**src/rtl/mbrp_pkg.sv**
```systemverilog
// ----------------------------------------------------------------------------
// mbrp_pkg
// Shared constants and types of the Modbus response parser.
// ----------------------------------------------------------------------------
package mbrp_pkg;

  localparam int MaxFrame = 64;
  localparam int AddrW    = $clog2(MaxFrame);
  localparam int CntW     = $clog2(MaxFrame + 1);

  localparam logic [2:0] ST_OK    = 3'd0;
  localparam logic [2:0] ST_LONG  = 3'd1;
  localparam logic [2:0] ST_BAD   = 3'd2;
  localparam logic [2:0] ST_EXC   = 3'd3;
  localparam logic [2:0] ST_UNSUP = 3'd4;
  localparam logic [2:0] ST_CRC   = 3'd5;
  localparam logic [2:0] ST_EMPTY = 3'd6;

  localparam logic [1:0] KIND_BITS = 2'd0;
  localparam logic [1:0] KIND_REG  = 2'd1;
  localparam logic [1:0] KIND_SW   = 2'd2;
  localparam logic [1:0] KIND_AN   = 2'd3;

  localparam logic [0:0] REG_MODE = 1'b0;
  localparam logic [0:0] REG_MAX  = 1'b1;

  localparam logic [15:0] CrcInit = 16'hFFFF;
  localparam logic [15:0] CrcPoly = 16'hA001;

  // frame descriptor handed from the front end to the decoder
  typedef struct packed {
    logic [CntW-1:0] len;
    logic            ovf;
    logic [15:0]     crc;
  } frame_desc_t;

  function automatic logic [15:0] crc_byte(input logic [15:0] c, input logic [7:0] d);
    logic [15:0] x;
    x = c ^ {8'h00, d};
    for (int b = 0; b < 8; b++) begin
      x = x[0] ? ((x >> 1) ^ CrcPoly) : (x >> 1);
    end
    return x;
  endfunction

endpackage

```
**src/rtl/mbrp_ram.sv**
```systemverilog
// ----------------------------------------------------------------------------
// mbrp_ram
// Generic single-write, single-read RAM with registered read data.
// ----------------------------------------------------------------------------
module mbrp_ram #(
  parameter int Width = 8,
  parameter int Depth = 64
) (
  input  logic                     clk,
  input  logic                     we,
  input  logic [$clog2(Depth)-1:0] waddr,
  input  logic [Width-1:0]         wdata,
  input  logic [$clog2(Depth)-1:0] raddr,
  output logic [Width-1:0]         rdata
);
  logic [Width-1:0] mem [Depth];

  always_ff @(posedge clk) begin
    if (we) begin
      mem[waddr] <= wdata;
    end
    rdata <= mem[raddr];
  end
endmodule

```
**src/rtl/mbrp_front.sv**
```systemverilog
// ----------------------------------------------------------------------------
// mbrp_front
// Accept bytes, write them to the store, run the CRC and count the frame.
// ----------------------------------------------------------------------------
module mbrp_front (
  input  logic                       clk,
  input  logic                       rst_n,
  input  logic                       in_valid,
  output logic                       in_ready,
  input  logic [7:0]                 in_rx_byte,
  input  logic                       in_frame_end,
  output logic                       we,
  output logic [mbrp_pkg::AddrW-1:0] waddr,
  output logic [7:0]                 wdata,
  output logic                       q_push,
  output mbrp_pkg::frame_desc_t      q_desc,
  input  logic                       q_full
);
  import mbrp_pkg::*;

  logic [CntW-1:0] cnt_r, cnt_nxt;
  logic            ovf_r, ovf_nxt;
  logic [15:0]     c0_r, c0_nxt, c1_r, c1_nxt, c2_r, c2_nxt;
  logic            acc, room;

  // c0 is the CRC over all stored bytes so far, c1 lags by one byte, c2 by two
  assign in_ready = !q_full;
  assign acc      = in_valid && in_ready;
  assign room     = cnt_r < CntW'(MaxFrame);
  assign we       = acc && room;
  assign waddr    = cnt_r[AddrW-1:0];
  assign wdata    = in_rx_byte;
  assign q_push   = acc && in_frame_end;

  always_comb begin
    q_desc.len = cnt_r + CntW'(room);
    q_desc.ovf = ovf_r || !room;
    q_desc.crc = room ? c1_r : c2_r;
    cnt_nxt = cnt_r;
    ovf_nxt = ovf_r;
    c0_nxt  = c0_r;
    c1_nxt  = c1_r;
    c2_nxt  = c2_r;
    if (acc) begin
      if (in_frame_end) begin
        cnt_nxt = '0;
        ovf_nxt = 1'b0;
        c0_nxt  = CrcInit;
        c1_nxt  = CrcInit;
        c2_nxt  = CrcInit;
      end else if (room) begin
        cnt_nxt = cnt_r + 1'b1;
        c0_nxt  = crc_byte(c0_r, in_rx_byte);
        c1_nxt  = c0_r;
        c2_nxt  = c1_r;
      end else begin
        ovf_nxt = 1'b1;
      end
    end
  end

  always_ff @(posedge clk) begin
    if (!rst_n) begin
      cnt_r <= '0;
      ovf_r <= 1'b0;
      c0_r  <= CrcInit;
      c1_r  <= CrcInit;
      c2_r  <= CrcInit;
    end else begin
      cnt_r <= cnt_nxt;
      ovf_r <= ovf_nxt;
      c0_r  <= c0_nxt;
      c1_r  <= c1_nxt;
      c2_r  <= c2_nxt;
    end
  end

  assert property (@(posedge clk) disable iff (!rst_n) cnt_r <= CntW'(MaxFrame))
    else $error("byte count beyond store");
  assert property (@(posedge clk) disable iff (!rst_n) ovf_r |-> cnt_r == CntW'(MaxFrame))
    else $error("overflow with free space");
  assert property (@(posedge clk) disable iff (!rst_n) q_push |=> cnt_r == '0 && !ovf_r)
    else $error("counters not cleared at frame end");
endmodule

```
**src/rtl/mbrp_back.sv**
```systemverilog
// ----------------------------------------------------------------------------
// mbrp_back
// Pop a frame descriptor, read header bytes, check and emit results.
// ----------------------------------------------------------------------------
module mbrp_back (
  input  logic                       clk,
  input  logic                       rst_n,
  input  logic                       mode,
  input  logic [6:0]                 max_bytes,
  input  logic                       q_valid,
  input  mbrp_pkg::frame_desc_t      q_desc,
  output logic                       q_pop,
  output logic                       busy,
  output logic [mbrp_pkg::AddrW-1:0] raddr,
  input  logic [7:0]                 rdata,
  output logic                       out_valid,
  input  logic                       out_ready,
  output logic [2:0]                 out_status,
  output logic [1:0]                 out_point_kind,
  output logic [15:0]                out_point_address,
  output logic [15:0]                out_point_value,
  output logic                       out_last_result
);
  import mbrp_pkg::*;

  typedef enum logic [5:0] {
    S_IDLE = 6'b000001,
    S_HDR  = 6'b000010,
    S_DEC  = 6'b000100,
    S_PT   = 6'b001000,
    S_PUT  = 6'b010000,
    S_WAIT = 6'b100000
  } st_t;

  st_t             st_r, st_nxt;
  frame_desc_t     d_r, d_nxt;
  logic [3:0]      hi_r, hi_nxt;      // header read index
  logic [3:0]      hv_r, hv_nxt;      // index of byte arriving this cycle
  logic            hd_r, hd_nxt;      // read in flight
  logic [7:0]      h_r [9];
  logic [7:0]      fc_r, bc_r;
  logic [CntW-1:0] ds_r, dl_r;
  logic [CntW-1:0] pi_r, pi_nxt, pn_r;
  logic            wide_r;
  logic            ph_r, ph_nxt;
  logic [7:0]      hib_r, hib_nxt;
  logic [2:0]      o_st_r, o_st_nxt;
  logic [1:0]      o_k_r, o_k_nxt;
  logic [15:0]     o_a_r, o_a_nxt, o_v_r, o_v_nxt;
  logic            o_l_r, o_l_nxt;
  logic            o_vld_r, o_vld_nxt;
  logic [CntW-1:0] hdr_n, tail;
  logic [15:0]     mlen;

  // header bytes: TCP 0..8, RTU 0..2 then two CRC bytes at len-2, len-1
  assign hdr_n = mode ? CntW'(9) : CntW'(5);
  assign mlen  = {h_r[4], h_r[5]};
  assign tail  = d_r.len - CntW'(2);
  assign busy  = st_r != S_IDLE;

  always_comb begin
    raddr = hi_r[AddrW-1:0];
    if (!mode) begin
      if (hi_r == 4'd3) raddr = tail[AddrW-1:0];
      else if (hi_r == 4'd4) raddr = AddrW'(tail + CntW'(1));
    end
    if (st_r == S_PT) begin
      raddr = AddrW'(ds_r + CntW'(1) + pi_r * (wide_r ? CntW'(2) : CntW'(1))
                     + CntW'(ph_r));
    end
  end

  always_comb begin
    st_nxt    = st_r;
    d_nxt     = d_r;
    hi_nxt    = hi_r;
    hv_nxt    = hi_r;
    hd_nxt    = 1'b0;
    pi_nxt    = pi_r;
    ph_nxt    = ph_r;
    hib_nxt   = hib_r;
    o_st_nxt  = o_st_r;
    o_k_nxt   = o_k_r;
    o_a_nxt   = o_a_r;
    o_v_nxt   = o_v_r;
    o_l_nxt   = o_l_r;
    o_vld_nxt = o_vld_r && !out_ready;
    q_pop     = 1'b0;
    unique case (st_r)
      S_IDLE: begin
        if (q_valid) begin
          q_pop  = 1'b1;
          d_nxt  = q_desc;
          hi_nxt = '0;
          st_nxt = S_HDR;
        end
      end
      S_HDR: begin
        if (CntW'(hi_r) < hdr_n) begin
          hd_nxt = 1'b1;
          hi_nxt = hi_r + 1'b1;
        end else if (!hd_r) begin
          st_nxt = S_DEC;
        end
      end
      S_DEC: begin
        if (!o_vld_r || out_ready) begin
          st_nxt   = S_PUT;
          o_k_nxt  = KIND_BITS;
          o_a_nxt  = '0;
          o_v_nxt  = '0;
          o_l_nxt  = 1'b1;
          o_st_nxt = ST_OK;
          if (d_r.ovf || d_r.len > CntW'(max_bytes)) begin
            o_st_nxt = ST_LONG;
          end else if (mode && (d_r.len < CntW'(8) ||
                                17'(d_r.len) < 17'(mlen) + 17'd6 || mlen < 16'd2)) begin
            o_st_nxt = ST_BAD;
          end else if (!mode && d_r.len < CntW'(4)) begin
            o_st_nxt = ST_BAD;
          end else if (!mode && d_r.crc != {h_r[4], h_r[3]}) begin
            o_st_nxt = ST_CRC;
          end else if (fc_r[7]) begin
            o_st_nxt = ST_EXC;
            o_v_nxt  = (dl_r >= CntW'(1)) ? {8'h00, bc_r} : 16'h0000;
          end else if (fc_r >= 8'd1 && fc_r <= 8'd4) begin
            if (dl_r < CntW'(1) || 9'(dl_r) < 9'(bc_r) + 9'd1) begin
              o_st_nxt = ST_BAD;
            end else if (pn_r == '0) begin
              o_st_nxt = ST_EMPTY;
            end else begin
              pi_nxt = '0;
              ph_nxt = 1'b0;
              hd_nxt = 1'b0;
              st_nxt = S_PT;
            end
          end else if (fc_r == 8'd5 || fc_r == 8'd6) begin
            if (dl_r < CntW'(4)) begin
              o_st_nxt = ST_BAD;
            end else begin
              o_k_nxt = (fc_r == 8'd5) ? KIND_SW : KIND_AN;
              o_a_nxt = mode ? {h_r[8], 8'h00} : {h_r[2], 8'h00};
              st_nxt  = S_PT;
              pi_nxt  = '0;
              ph_nxt  = 1'b0;
            end
          end else begin
            o_st_nxt = ST_UNSUP;
          end
        end
      end
      S_PT: begin
        // issue a read, then capture in S_WAIT
        if (!o_vld_r || out_ready) begin
          st_nxt = S_WAIT;
        end
      end
      S_WAIT: begin
        st_nxt = S_PT;
        if (fc_r == 8'd5 || fc_r == 8'd6) begin
          // reads at ds+1+0/1/2.. are address lo, value hi, value lo
          ph_nxt = ph_r;
          pi_nxt = pi_r + 1'b1;
          if (pi_r == CntW'(0)) begin
            o_a_nxt = {o_a_r[15:8], rdata};
          end else if (pi_r == CntW'(1)) begin
            hib_nxt = rdata;
          end else begin
            o_v_nxt   = {hib_r, rdata};
            o_l_nxt   = 1'b1;
            o_st_nxt  = ST_OK;
            o_vld_nxt = 1'b1;
            st_nxt    = S_IDLE;
          end
        end else if (wide_r && !ph_r) begin
          hib_nxt = rdata;
          ph_nxt  = 1'b1;
        end else begin
          o_st_nxt  = ST_OK;
          o_k_nxt   = wide_r ? KIND_REG : KIND_BITS;
          o_a_nxt   = wide_r ? 16'(pi_r) : 16'({pi_r, 3'b000});
          o_v_nxt   = wide_r ? {hib_r, rdata} : {8'h00, rdata};
          o_l_nxt   = (pi_r + 1'b1 == pn_r);
          o_vld_nxt = 1'b1;
          ph_nxt    = 1'b0;
          pi_nxt    = pi_r + 1'b1;
          st_nxt    = (pi_r + 1'b1 == pn_r) ? S_IDLE : S_PT;
        end
      end
      S_PUT: begin
        if (!o_vld_r || out_ready) begin
          o_vld_nxt = 1'b1;
          st_nxt    = S_IDLE;
        end
      end
      default: st_nxt = S_IDLE;
    endcase
  end

  always_ff @(posedge clk) begin
    if (!rst_n) begin
      st_r    <= S_IDLE;
      o_vld_r <= 1'b0;
      hd_r    <= 1'b0;
    end else begin
      st_r    <= st_nxt;
      o_vld_r <= o_vld_nxt;
      hd_r    <= hd_nxt;
    end
  end

  always_ff @(posedge clk) begin
    d_r    <= d_nxt;
    hi_r   <= hi_nxt;
    hv_r   <= hv_nxt;
    pi_r   <= pi_nxt;
    ph_r   <= ph_nxt;
    hib_r  <= hib_nxt;
    o_st_r <= o_st_nxt;
    o_k_r  <= o_k_nxt;
    o_a_r  <= o_a_nxt;
    o_v_r  <= o_v_nxt;
    o_l_r  <= o_l_nxt;
    if (hd_r) begin
      h_r[hv_r] <= rdata;
    end
  end

  // derived frame fields, registered from the header bytes without an enable
  always_ff @(posedge clk) begin
    if (mode) begin
      fc_r <= h_r[7];
      bc_r <= h_r[8];
      ds_r <= CntW'(8);
      dl_r <= CntW'(mlen - 16'd2);
    end else begin
      fc_r <= h_r[1];
      bc_r <= h_r[2];
      ds_r <= CntW'(2);
      dl_r <= d_r.len - CntW'(4);
    end
    wide_r <= mode ? (h_r[7] == 8'd3 || h_r[7] == 8'd4) :
                     (h_r[1] == 8'd3 || h_r[1] == 8'd4);
    if (mode) begin
      pn_r <= (h_r[7] == 8'd3 || h_r[7] == 8'd4) ? CntW'(h_r[8] >> 1) : CntW'(h_r[8]);
    end else begin
      pn_r <= (h_r[1] == 8'd3 || h_r[1] == 8'd4) ? CntW'(h_r[2] >> 1) : CntW'(h_r[2]);
    end
  end

  assign out_valid         = o_vld_r;
  assign out_status        = o_st_r;
  assign out_point_kind    = o_k_r;
  assign out_point_address = o_a_r;
  assign out_point_value   = o_v_r;
  assign out_last_result   = o_l_r;

  assert property (@(posedge clk) disable iff (!rst_n)
    out_valid && out_status != ST_OK |-> out_last_result)
    else $error("status result not last");
  assert property (@(posedge clk) disable iff (!rst_n)
    q_pop |-> st_r == S_IDLE)
    else $error("pop while busy");
  assert property (@(posedge clk) disable iff (!rst_n)
    out_valid && out_status != ST_OK && out_status != ST_EXC |-> out_point_value == '0)
    else $error("status result carries a value");
endmodule

```
**src/rtl/modbus_response_parser.sv**
```systemverilog
// ----------------------------------------------------------------------------
// modbus_response_parser
// Modbus RTU/TCP response parser: buffers a frame, checks it, emits points.
// ----------------------------------------------------------------------------
// One byte accepted per cycle while in_ready is high; from frame end, hold input until the
// last result is issued. After frame end: pop, header fetch, decode; then a single status
// result, or one result per bit group, per register or per echo.
// Synchronous active-low reset clears control, sets mode RTU, max 64 bytes.
module modbus_response_parser (
  input  logic        clk,
  input  logic        rst_n,
  input  logic        in_valid,
  output logic        in_ready,
  input  logic [7:0]  in_rx_byte,
  input  logic        in_frame_end,
  output logic        out_valid,
  input  logic        out_ready,
  output logic [2:0]  out_status,
  output logic [1:0]  out_point_kind,
  output logic [15:0] out_point_address,
  output logic [15:0] out_point_value,
  output logic        out_last_result,
  input  logic        cfg_psel,
  input  logic        cfg_penable,
  input  logic        cfg_pwrite,
  input  logic [2:0]  cfg_paddr,
  input  logic [31:0] cfg_pwdata,
  output logic [31:0] cfg_prdata,
  output logic        cfg_pready
);
  import mbrp_pkg::*;

  logic              mode_r;
  logic [6:0]        max_r;
  logic              we, q_push, q_pop, q_full, q_valid, ren_blk, b_busy;
  logic [AddrW-1:0]  waddr, raddr;
  logic [7:0]        wdata, rdata;
  frame_desc_t       f_desc, b_desc;
  frame_desc_t       q_r [2];
  logic              wp_r, rp_r;
  logic [1:0]        qc_r;

  assign cfg_pready = 1'b1;
  always_comb begin
    unique case (cfg_paddr[2])
      REG_MODE: cfg_prdata = {31'd0, mode_r};
      REG_MAX:  cfg_prdata = {25'd0, max_r};
      default:  cfg_prdata = '0;
    endcase
  end

  always_ff @(posedge clk) begin
    if (!rst_n) begin
      mode_r <= 1'b0;
      max_r  <= 7'd64;
    end else if (cfg_psel && cfg_penable && cfg_pwrite) begin
      if (cfg_paddr == {REG_MODE, 2'b00}) mode_r <= cfg_pwdata[0];
      if (cfg_paddr == {REG_MAX, 2'b00})  max_r  <= cfg_pwdata[6:0];
    end
  end

  // two-entry descriptor queue
  assign q_full  = qc_r == 2'd2;
  assign q_valid = qc_r != 2'd0;
  assign b_desc  = q_r[rp_r];
  assign ren_blk = 1'b0;

  always_ff @(posedge clk) begin
    if (!rst_n) begin
      wp_r <= 1'b0;
      rp_r <= 1'b0;
      qc_r <= '0;
    end else begin
      if (q_push) wp_r <= !wp_r;
      if (q_pop)  rp_r <= !rp_r;
      qc_r <= qc_r + 2'(q_push) - 2'(q_pop);
    end
  end
  always_ff @(posedge clk) begin
    if (q_push) q_r[wp_r] <= f_desc;
  end

  mbrp_ram #(.Width(8), .Depth(MaxFrame)) u_ram (
    .clk(clk), .we(we && !ren_blk), .waddr(waddr), .wdata(wdata),
    .raddr(raddr), .rdata(rdata)
  );

  mbrp_front u_front (
    .clk(clk), .rst_n(rst_n), .in_valid(in_valid), .in_ready(in_ready),
    .in_rx_byte(in_rx_byte), .in_frame_end(in_frame_end),
    .we(we), .waddr(waddr), .wdata(wdata),
    .q_push(q_push), .q_desc(f_desc), .q_full(q_full || q_valid || b_busy)
  );

  mbrp_back u_back (
    .clk(clk), .rst_n(rst_n), .mode(mode_r), .max_bytes(max_r),
    .q_valid(q_valid), .q_desc(b_desc), .q_pop(q_pop), .busy(b_busy),
    .raddr(raddr), .rdata(rdata),
    .out_valid(out_valid), .out_ready(out_ready), .out_status(out_status),
    .out_point_kind(out_point_kind), .out_point_address(out_point_address),
    .out_point_value(out_point_value), .out_last_result(out_last_result)
  );

  assert property (@(posedge clk) disable iff (!rst_n) !(q_push && q_full))
    else $error("queue overrun");
  assert property (@(posedge clk) disable iff (!rst_n) !(q_pop && !q_valid))
    else $error("queue underrun");
  assert property (@(posedge clk) disable iff (!rst_n) qc_r <= 2'd2)
    else $error("queue count out of range");
endmodule
```
**config.mk**
```make
export PLATFORM = sky130hd
export DESIGN_NAME = modbus_response_parser
export DESIGN_NICKNAME = d
export VERILOG_FILES = /design/src/rtl/mbrp_pkg.sv /design/src/rtl/mbrp_ram.sv /design/src/rtl/mbrp_front.sv /design/src/rtl/mbrp_back.sv /design/src/rtl/modbus_response_parser.sv
export SDC_FILE = /design/constraint.sdc
export NUM_CORES = 1
export LEC_CHECK = 0
export ABC_AREA = 1
export BUFFER_PORTS_ARGS = -buffer_cell sky130_fd_sc_hd__clkbuf_2
export CORE_UTILIZATION = 50
export CTS_CLUSTER_SIZE = 16
export DETAILED_ROUTE_END_ITERATION = 10
export GPL_ROUTABILITY_DRIVEN = 0
export PLACE_DENSITY = 0.71
export SYNTH_ARGS = -nofsm -noshare
export SYNTH_HDL_FRONTEND = slang
export SYNTH_SLANG_ARGS = --single-unit
```
**constraint.sdc**
```tcl
create_clock -name clk -period 8.45 [get_ports clk]
set_clock_uncertainty 0.15 [all_clocks]
set_input_delay 0 -clock clk [delete_from_list [all_inputs] [get_ports clk]]
set_output_delay 0 -clock clk [all_outputs]
set_load 0.05 [all_outputs]
```
# Word-level counts from Yosys, hierarchy flattened
# Memory sizes are Yosys's and may differ from the RTL's. A register that Yosys moved wholly into a read port is not among the register bits.
# Cells that the tools add are included.
# word_totals
wordCells,338
reg_bits,173
out_inout_bits,73
mem_bits_rw,632
in_bits,51
memories,3
# memory_table
memory,words,word_bits,rd,rd_ports_with_merged_regs,wr,line,source
u_ram.mem,64,8,1,1,1,mbrp_ram.sv:16,logic [Width-1:0] mem [Depth];
u_back.h_r,9,8,7,0,1,mbrp_back.sv:40,logic [7:0] h_r [9];
q_r,2,24,1,1,1,modbus_response_parser.sv:39,frame_desc_t q_r [2];
# op_classes
mul,1
n_lt_le_gt_ge,13
bitwise,10
n_eq_ne,45
mux,169
n_reduce_logical,52
add_sub_neg,15
# op_table
operator,n
two-way mux 16 bit,37
two-way mux 7 bit,19
two-way mux 6 bit,21
two-way mux 8 bit,8
one-hot mux 16 bit (2 select lines),2
one-hot mux 32 bit (2 select lines),1
two-way mux 3 bit,14
two-way mux 1 bit,37
one-hot mux 6 bit (6 select lines),1
== test 8 x 3 -> 1 bit (second input constant),4
inequality test 2 bit (second input constant),14
two-way mux 2 bit,13
two-way mux 4 bit,6
inverter 2 -> 3 bit,8
AND reduction 12 bit,2
adder 16 x 3 -> 17 bit (second input constant),1
< comparator 7 x 17 -> 1 bit,1
== test 8 x 2 -> 1 bit (second input constant),2
< comparator 16 x 2 -> 1 bit (second input constant),1
inequality test 16 bit,1
XOR 16 x 8 -> 16 bit,1
inequality test 3 bit (second input constant),5
adder 7 x 1 -> 7 bit (second input constant),2
logical NOT 7 bit,2
57 further kinds,102

# Depth between registers and ports, before layout
# Gate-level depths: netlist (run 1).
# logic_depth
depth_word,19
mapped_depth,20
depth_no_buf,20

# By module
# A second synthesis (run 1) with hierarchy kept.
# unflattened
cells_unflattened,3344
area_unflattened_um2,35641.7
# by_module_without_submodules
module,seq_area_each_um2,area_each_um2,cells_each,n_inst
mbrp_ram,15534.9,21291.7,1822,1
mbrp_back,5044.8,8998.6,955,1
modbus_response_parser,1701.6,2713.9,205,1
mbrp_front,1021.0,2637.5,362,1

# Worst setup path before layout (run 1)
# Ideal clock, no wire load.
# synth_timing
path_type,register -> register
startpoint,register u_back.wide_r
endpoint,register u_ram.rdata[6] (read register of u_ram.mem)
synth_period_minus_slack_ns,3.121
setup_time_ns,0.114
setup_slack_ns,5.329
path_buffers,4
path_stages_with_launch,17
arrival_time_ns,2.858
required_time_ns,8.186
cell_sequence,dfxtp_1 > clkbuf_1 > clkbuf_1 > o21ai_0 > ha_1 > inv_1 > fa_1 > xnor2_1 > nor2_1 > a31oi_1 > buf_2 > buf_2 > nand3_1 > nand3_1 > nand3_1 > nand3_1 > nand2_1
# synth_between
elab_chain_cells,5
# synth_rtl
element,line,source
"start, declared",mbrp_back.sv:44,logic wide_r;
"start signal, assigned",mbrp_back.sv:242,wide_r <= mode ? (h_r[7] == 8'd3 || h_r[7] == 8'd4) :
two-way mux 2 bit,mbrp_back.sv:68,raddr = AddrW'(ds_r + CntW'(1) + pi_r * (wide_r ? CntW'(2) : CntW'(1))
multiplier 7 x 7 -> 6 bit,mbrp_back.sv:68,
adder 6 bit,mbrp_back.sv:68,
adder 6 x 1 -> 6 bit,mbrp_back.sv:69,+ CntW'(ph_r));
two-way mux 6 bit,mbrp_back.sv:67,if (st_r == S_PT) begin
"end, declared",mbrp_ram.sv:14,output logic [Width-1:0] rdata
# Every way passes these cells.
# A chain may end at the register's enable or synchronous reset.

# Worst setup path after layout (run 1)
# layout_timing
startpoint,register u_back.wide_r
endpoint,register u_ram.rdata[3] (read register of u_ram.mem)
# Same word-level chain as after synthesis.

==> results of run 1 <==
==> power groups by stage <==
stage	Clock, uW	Combinational, uW	Sequential (uW)
2_1_floorplan	0	2380	4920
3_3_place_gp	0	3150	5030
3_5_place_dp	0	3230	5040
4_1_cts	3750	3260	4950
5_1_grt	3890	3650	4980
6_report	3720	3300	4950
==> state kept, by name, summed over array words and instances (netlist names), 3 cells and up <==
signal and count:
u_back.fc_r 8, u_ram.rdata 8, u_back.dl_r 7, u_back.d_r 24, u_back.hi_r 4, u_back.out_point_value 16, u_front.c2_r 16, u_front.c1_r 16
u_back.pn_r 7, u_back.bc_r 8, u_back.st_r 6, u_back.out_status 3, u_back.hib_r 8, q_r 48, u_back.pi_r 7, u_back.h_r 56
u_front.c0_r 11, max_r 7, u_front.cnt_r 7, u_back.out_point_address 16, u_back.hv_r 4, u_ram.mem 512
==> path summary, 6_finish.rpt <==
| check | to | slack (ns) |
|---|---|---|
| setup / recovery | u_ram.rdata[3] | 3.66 |
| hold / removal | mode_r | 0.15 |
| setup reg to reg | u_ram.rdata[3] | 3.66 |
| hold reg to reg | u_front.c2_r[11] | 0.30 |
==> synth_stat cells, drive strengths merged <==
library cell / count / area share (%)
a21o: 2 / 0.041
dfxtp: 116 / 6.3
edfxtp: 698 / 57
and3: 1 / 0.017
o21ai: 101 / 1.4
conb: 2 / 0.020
nand4: 11 / 0.20
inv: 485 / 4.9
nand3: 622 / 8.5
o2111ai: 1 / 0.024
nor2: 211 / 2.3
or2: 10 / 0.17
xor2: 41 / 0.97
ha: 45 / 1.5
o2bb2ai: 1 / 0.024
buf: 161 / 2.6
clkbuf: 43 / 0.44
clkinv: 6 / 0.061
o21bai: 2 / 0.051
nand2: 676 / 6.9
o21a: 1 / 0.020
a21oi: 64 / 0.87
fa: 1 / 0.054
xnor2: 21 / 0.50
a211oi: 2 / 0.041
nor4b: 1 / 0.024
nor3b: 1 / 0.051
nand3b: 183 / 3.7
o221ai: 8 / 0.19
o211ai: 5 / 0.10
nor4: 6 / 0.12
nor3: 26 / 0.35
a31oi: 8 / 0.14
o22ai: 24 / 0.41
and2: 2 / 0.034
a221o: 1 / 0.027
==> critical path, cell delays in order (launching register included) <==
cell and delay (ns):
sky130_fd_sc_hd__dfxtp_1 0.69, sky130_fd_sc_hd__nor2_1 0.16, sky130_fd_sc_hd__ha_1 0.31, sky130_fd_sc_hd__or2_4 0.58, sky130_fd_sc_hd__buf_4 0.87, sky130_fd_sc_hd__buf_4 0.67
sky130_fd_sc_hd__nand3b_1 0.14, sky130_fd_sc_hd__nand3_1 0.13, sky130_fd_sc_hd__nand3_1 0.17, sky130_fd_sc_hd__nand3_1 0.18, sky130_fd_sc_hd__nand3_1 0.17, sky130_fd_sc_hd__nand3_1 0.22
sky130_fd_sc_hd__nand2_1 0.07
==> cell families after synthesis <==
group / after synthesis
compound gates: 220
xor+xnor: 62
fa+ha+maj: 46
buf+inv: 695
flops: 814
other cells: 2
simple gates: 1750
==> metrics by stage <==
stage | power (uW) | worst slack, ns
final | 12000 | 3.66
after global routing | 12500 | 3.36
after CTS | 12000 | 3.78
after detailed placement | 8260 | 3.80
after global placement | 8190 | 3.84
after floorplan | 7300 | 5.33
==> per-layer routing <==
metal / vias up / routed length [um]
met5: - / 13
met4: 2 / 3370
met3: 205 / 6710
met2: 1055 / 42900
met1: 12200 / 37500
li1: 12200 / -
==> cell type report <==
| type | instances | area share (%) |
|---|---|---|
| Clock buffer | 115 | 5.60 |
| Tap cell | 959 | 2.94 |
| Inverter | 491 | 4.51 |
| Sequential cell | 814 | 57.0 |
| Timing Repair Buffer | 135 | 2.33 |
| Multi-Input combinational cell | 2105 | 26.4 |
| Clock inverter | 39 | 1.19 |
==> results.md, run 1 <==
- The flow ran to the end, and the final reports show no timing, DRC or antenna violations.
- The post-route cell area is 40800 sq um.
- The share of the synthesized area in compound gates (AO/OA/AOI/OAI) is 3.31%.
- The worst-case IR drop observed on VDD is 0.254 mV.
- Post-CTS repair changed the size of 0 cells.
- The number of nets in the finished design is 3727.
- The number of synthesis warnings is 0.
- After floorplanning, the core was divided into 99 placement rows.
- The multiplexer share of the synthesized area is 0%.
- Measured along the y axis, the die boundary spans 273 um.
- The post-route DRC violation count is 0.
- Entering global routing, the biggest net connects 205 pins.
- The H-tree was split into 3 levels.
- The final routed wirelength across all metal layers is a little over 90000 um.
- In this run the cell area measured after placement is 37700 sq um.
- The worst register-to-register path begins at u_back.wide_r.
- The data arrival at the endpoint of the critical path is 5.17 ns.
- The maximum clock path buffer count is 3.
- The fraction of layout instances using a drive strength above 1 is under 10%.
- The clock tree from TritonCTS is yes.
- The startpoint of the tightest hold check path is cfg_penable.
- After Yosys synthesis, XOR and XNOR cells account for under 10% of the synthesized area.
- Once the floorplan was initialized, standard cells occupied around half of the core.
- The leading cell type in the layout, fill and taps excluded is sky130_fd_sc_hd__edfxtp_1.
- The filler cell count in the final layout is 6018.
- The path class of the tightest hold or removal check is input port to flip-flop.
- The fmax is 0.209 GHz.
- The library cells used most frequently in the layout, excluding fill and tap cells, are 698 x sky130_fd_sc_hd__edfxtp_1, 672 x sky130_fd_sc_hd__nand2_1, 618 x sky130_fd_sc_hd__nand3_1.
- The area share of fa/ha/maj cells after synthesis is 1.58%.
- The clock network burns 31.0% of the power.
- For this run, the total global-route usage over all layers was measured as 24.2%.
- Of all nets on the critical path, the largest fanout is 86.
- The tree built by TritonCTS fans out to 814 sinks.
- The slew at the pin closest to its max-slew limit is 1.28 ns.
- The leakage component of the power is 0.0164 uW.
- Cells fill 56.0% of the core in the end.
- After the first detailed-routing iteration, the DRC count stood at 2816.
- The number of vias per cell after detailed routing is about 5.5.
- Dividing the detail-routed wire length by the instance count gives 19.4 um.
- The instance count after placement with tap cells included is 4471.
- In the global route stage, met3 resource usage came out at around 3.3%.
- The share of power burned in combinational logic is 27.6%.
- In the finished design, the share of the clock period the worst path needs comes to 56.7%.
- The post-route setup TNS is 0 ns.
- The switching part of the total power is 35.3%.
- For this run, global-route usage on met2 was measured as between 30% and 40%.
- The final count of negative-setup-slack endpoints is 0.
- The floorplan step set the die width to between 200 and 300 um.
- The number of global-route vias before repair is 24400.
- The number of antenna violations at the first check in global routing is 1.
- The required arrival time at the worst endpoint is 8.83 ns.
- The category of the critical setup timing path is flip-flop to flip-flop.
- The count of maximum capacitance violations is 0.
- The number of setup buffers added after CTS is 0.
- The count of unique library cells instantiated by Yosys is 50.
- The critical path starts at u_back.wide_r.
- The worst max-slew margin expressed relative to the limit is 13.9%.
- Clock tree synthesis selected as its root buffer the cell sky130_fd_sc_hd__clkbuf_16.
- Clock-pin slew was measured on the worst setup and hold paths at 0.06 ns.
- around 120 I/O pins were placed.
- Once detail routing completed, the nets flagged for antenna violations numbered 0.
- The number of clock buffers added by TritonCTS is 83.
- From synthesis to final layout, the design area changed by 10.8%.
- The area taken by flip-flops and latches is 23300 sq um.
- The met1 global-route usage is 32.8%.
- The count of input and output buffers is 72.
- Buffers inserted to repair hold after CTS numbered 33.
- The internal portion of the total power is 7750 uW.
- After Yosys synthesis, and, or, nand and nor cells account for 22.4% of the synthesized area.
- On the final layout, the worst hold slack is between 0.1 and 0.15 ns.
- The nature of the critical path endpoint is a flip-flop.
- The number of slew-limit violations in the final report is 0.
- The main combinational cell family by area after synthesis is simple AND/OR/NAND/NOR gates.
- The multi-input combinational cells in the finished layout cover a total of between 10000 and 15000 sq um.
- The filler-free cell count of the finished design is ~4700.
- The first global-routing pass estimated 139000 um of wire.
- The synthesized area per cell is 10.3 sq um.
- The floorplan die area is around 75000 sq um.
- The peak-usage layer in the global routing report is met2.
- Summed over all nets, the switching power comes to 4220 uW.
- At the later pin of the worst-skew pair, clock insertion delay measures about 0.67 ns.
- Counting cells, the worst reg-to-reg path comes to 12.
- The post-synthesis instance total is 3589.
- The power per cell area is 293 nW/um^2.
- The pre-antenna-repair detailed-routing pass consisted of 5 iterations.
- The sequential cell area fraction in the yosys report is 63.2%.
- Setup repair after global routing left no endpoint under its margin.
- The total overflow left after global routing is 0.
- The antenna cell count is 0.
- The post-synthesis sequential element count is roughly 810.
- Counting instances, the worst hold path has a depth of 5.
- The relative contribution of sequential cells to total power is between 40% and 50%.
- The clock period minus worst slack is between 4 and 5 ns.
- The total via count in the routed design is roughly 26000.
- The startpoint class of the critical path is a flip-flop.
- The number of hold violations in the final report is 0.
- Detailed placement finished with a half-perimeter wire length of 53300 um.
- The placeable core region is around 73000 sq um.
- The mapped netlist covers about 37000 sq um.
Note: power is estimated with default switching activity, not from simulation.
==> run 2: changes to the inputs <==
--- a/config.mk
+++ b/config.mk
@@ -11,7 +11,7 @@
 export CTS_CLUSTER_SIZE = 16
 export DETAILED_ROUTE_END_ITERATION = 10
 export GPL_ROUTABILITY_DRIVEN = 0
-export PLACE_DENSITY = 0.71
+export PLACE_DENSITY = 0.74
 export SYNTH_ARGS = -nofsm -noshare
 export SYNTH_HDL_FRONTEND = slang
 export SYNTH_SLANG_ARGS = --single-unit
==> constraint.sdc (replaced) <==
create_clock -name clk -period 4 [get_ports clk]
set_clock_uncertainty 0.15 [all_clocks]
set_input_delay 0 -clock clk [delete_from_list [all_inputs] [get_ports clk]]
set_output_delay 0 -clock clk [all_outputs]
set_load 0.05 [all_outputs]
==> run 2 against run 1 <==
Sequential power increased by 110%. Highest routed layer unchanged. Sequential share of layout area decreased by 0.73 points. Critical path depth increased by 3. Critical path type unchanged. Total power increased by 110%. Cell count increased by 1.4%. Clock power increased by 110%. Die area unchanged. Routed wire length decreased by 0.37%. First-iteration DRC count increased by 13%. Sequential cell count unchanged.
==> results.md, run 2 (synthesis results as in run 1) <==
- The run finished with clean final reports.
- The total global routing track utilization is 24.1% (-0.19 points).
- In the layout the commonest cells are 698 x sky130_fd_sc_hd__edfxtp_1, 672 x sky130_fd_sc_hd__nand2_1, 618 x sky130_fd_sc_hd__nand3_1.
- The final routed wirelength across all metal layers is 90200 um (-0.37%).
- The antenna violation net count after detailed routing is 0 (unchanged).
- The post-route DRC violation count is 0 (unchanged).
- The number of global-route vias before repair was 24600 (+0.90%).
- The number of cells traversed by the worst hold path was 4 (-1).
- The fmax is 0.284 GHz (+36%).
- The maximum clock path buffer count is 3 (unchanged).
- The floorplan die area came to 74800 sq um (unchanged).
- The peak supply drop is 0.390 mV (+54%).
- The number of vias per cell after detailed routing is 5.50 (about the same).
- The placeable core region came to 73000 sq um (unchanged).
- The largest registers in the layout are u_ram.mem x512, u_back.h_r x56, q_r x48.
- The buffers inserted during post-CTS setup optimization is 0 (unchanged).
- Walking the worst path, the cells encountered are inv_1 -> o21ai_0 -> ha_1 -> inv_1 -> fa_1 -> xnor2_1 -> nor2_1 -> a31oi_4 -> inv_2 -> buf_12 -> nand3_1 -> nand3_1 -> nand3_1 -> nand3_1 -> nand2_1.
- The data arrival at the endpoint of the critical path is 3.92 ns (-1.25 ns).
- The worst setup path is captured at a flip-flop.
- The worst max-slew margin expressed relative to the limit is 27.9% (+14 points).
- The number of flip-flops in the largest register is 512 (unchanged).
- The clock period minus worst slack was 3.52 ns (-1.27 ns).
- The leading cell type in the layout, fill and taps excluded is sky130_fd_sc_hd__edfxtp_1.
- The post-route setup TNS is 0 ns (unchanged).
- The filler cell count in the final layout is 5884 (-2.2%).
- The cell seen most often among critical-path stages is sky130_fd_sc_hd__nand3_1.
- The post-route fraction of the period consumed by the critical path is 88.0% (+31 points).
- The total via count in the routed design is 26000 (+1.3%).
- The number of antenna violations at the first check in global routing is 1 (unchanged).
- The filler-free cell count of the finished design is 4722 (+1.4%).
- The clock latency reported for the late side of the worst-skew pair is 0.66 ns (about the same).
- The total buffers and inverters traversed by the critical path is 4 (+2).
- The cell with the biggest individual delay on the critical path is sky130_fd_sc_hd__edfxtp_1.
- Setup repair after global routing left no endpoint under its margin.
- The worst slack after detailed placement is 0.543 ns (-3.26 ns).
- The count of TritonRoute iterations in the first routing pass is 6 (+1).
- The root buffer cell chosen for the clock tree is sky130_fd_sc_hd__clkbuf_16.
- The biggest cell delay along the critical path is 0.47 ns (-0.40 ns).
- The worst-case setup margin in the final layout is 0.478 ns (-3.18 ns).
- The type of the worst min-delay path is input port to flip-flop.
- The overall die width was 273 um (unchanged).
- The worst reg2reg path depth is 15 (+3).
- The clock tree from TritonCTS is yes.
- The area growth from synthesis to layout is 12.2%.
- The worst register-to-register path begins at u_back.pi_r[1].
- The number of slew-limit violations in the final report is 0 (unchanged).
- The chip height is 273 um (unchanged).
- The worst min-delay path endpoint is u_front.c0_r[7].
- The clock input transition at the sequential cells of the worst setup and hold paths is 0.06 ns (about the same).
- The number of clock buffers inserted by TritonCTS is 84 (+1.2%).
- The level count of the clock H-tree is 3 (unchanged).
- STA classifies the critical path startpoint as a flip-flop.
- The overall overflow remaining after global route is 0 (unchanged).
- The startpoint of the tightest hold check path is in_frame_end.
- The number of rows created at floorplan is 99 (unchanged).
- Tracing the worst setup path back leads to its startpoint at u_back.pi_r[1].
- The wire length of the first global-routing pass was 139000 um (-0.16%).
- The initial standard-cell utilization of the core is 50.5% (unchanged).
- The mean routed wirelength per cell was 19.1 um (-1.7%).
- The I/O pin total came to 124 (unchanged).
- The category of the critical setup timing path is flip-flop to flip-flop.
- The worst register-to-register path ends at u_ram.rdata[1].
- The final count of negative-setup-slack endpoints is 0 (unchanged).
- The register with the most flip-flops is u_ram.mem.
- The slew at the pin closest to its max-slew limit came to 1.07 ns (-0.208 ns).
- The share of the core filled with cells in the final layout is 56.7% (+0.72 points).
- The antenna cell count is 0 (unchanged).
- The placed wire-length estimate is 55700 um (+4.7%).
- The count of maximum capacitance violations is 0 (unchanged).
- The number of nets in the finished design came to 3791 (+1.7%).
- The count of input and output buffers came to 72 (unchanged).
- The worst setup slack for register-to-register paths was 0.48 ns (-3.18 ns).
- The required arrival time at the worst endpoint is 4.40 ns (-4.43 ns).
- The instance count after placement with tap cells included came to 4526 (+1.2%).
- The cell family contributing the most delay on the critical path is simple AND/OR/NAND/NOR gates.
- The number of clock sinks is 814 (unchanged).
- The fraction of layout instances using a drive strength above 1 is 8.69% (+1.3 points).
- The number of hold violations in the final report is 0 (unchanged).
- The top fanout value on the critical path came to 20 (-77%).
- The leakage component of the power is 0.0167 uW (+2.1%).
- The pin count of the biggest net entering global routing is 97 (-53%).
- The power per cell area was 614 nW/um^2 (+110%).
- The number of DRC markers in iteration 0 is 3196 (+13%).
## run 2: cell types whose count changed in the layout (fill, tap and decap cells not counted), sizes merged
cell / before / now
inv: 488 / 492
buf: 30 / 85
clkinvlp: 4 / 5
dlygate4sd3: 33 / 41
clkinv: 32 / 39
bufinv: 6 / 7
clkbuf: 187 / 175
## run 2: tightest hold or removal path: stages
cell	delay [ns]
sky130_fd_sc_hd__dlygate4sd3_1	0.52
sky130_fd_sc_hd__clkbuf_2	0.21
sky130_fd_sc_hd__o21ai_0	0.11
sky130_fd_sc_hd__nand2_1	0.06
## run 2: metal layers
metal	routed length (um)	part of all wire (%)	track usage, %
met3	7370	8.2	3.75
met2	43700	48	39.6
met5	13	0.014	0
met4	2880	3.2	8.79
met1	36300	40	32.2
## run 2: worst max path at each step
| stage | endpoint | slack (ns) | depth (start not counted) |
|---|---|---|---|
| after floorplan | u_ram.rdata[6] | 0.88 | 16 |
| after global placement | u_ram.rdata[3] | 0.62 | 15 |
| after detailed placement | u_ram.rdata[1] | 0.54 | 15 |
| after CTS | u_ram.rdata[1] | 0.50 | 15 |
| after global routing | u_ram.mem[63][2] | 0.27 | 9 |
| final | u_ram.rdata[1] | 0.48 | 15 |
## run 2: layout make-up
type | count | area, sq um | share of cell area [%]
timing repair buffer | 198 | 1550 | 3.74
sequential | 814 | 23300 | 56.3
inverter | 491 | 1840 | 4.46
clock buffer | 103 | 2190 | 5.31
clock inverter | 52 | 513 | 1.24
multi-input combinational | 2105 | 10800 | 26.1
tap | 959 | 1200 | 2.90
## run 2: power breakdown
part           total, uW  switching [uW]  internal, uW
combinational       7220            5050          2170
clock               7760            3360          4410
sequential         10400             491          9930
## run 2: what timing repair did
item	4_1_cts	5_1_grt
setup endpoints to repair	0	0
resized for setup	0	0
hold endpoints to repair	249	0
hold buffers	41	0
## run 2: through the flow
stage / power (uW) / hold slack [ns] / cell area, sq um
3_3_place_gp: 17500 / 0.0764 / 38200
6_report: 25400 / 0.129 / 41400
2_1_floorplan: 15400 / -0.0511 / 36900
3_5_place_dp: 17600 / 0.0849 / 38200
5_1_grt: 26500 / 0.171 / 41400
4_1_cts: 25400 / 0.107 / 41400
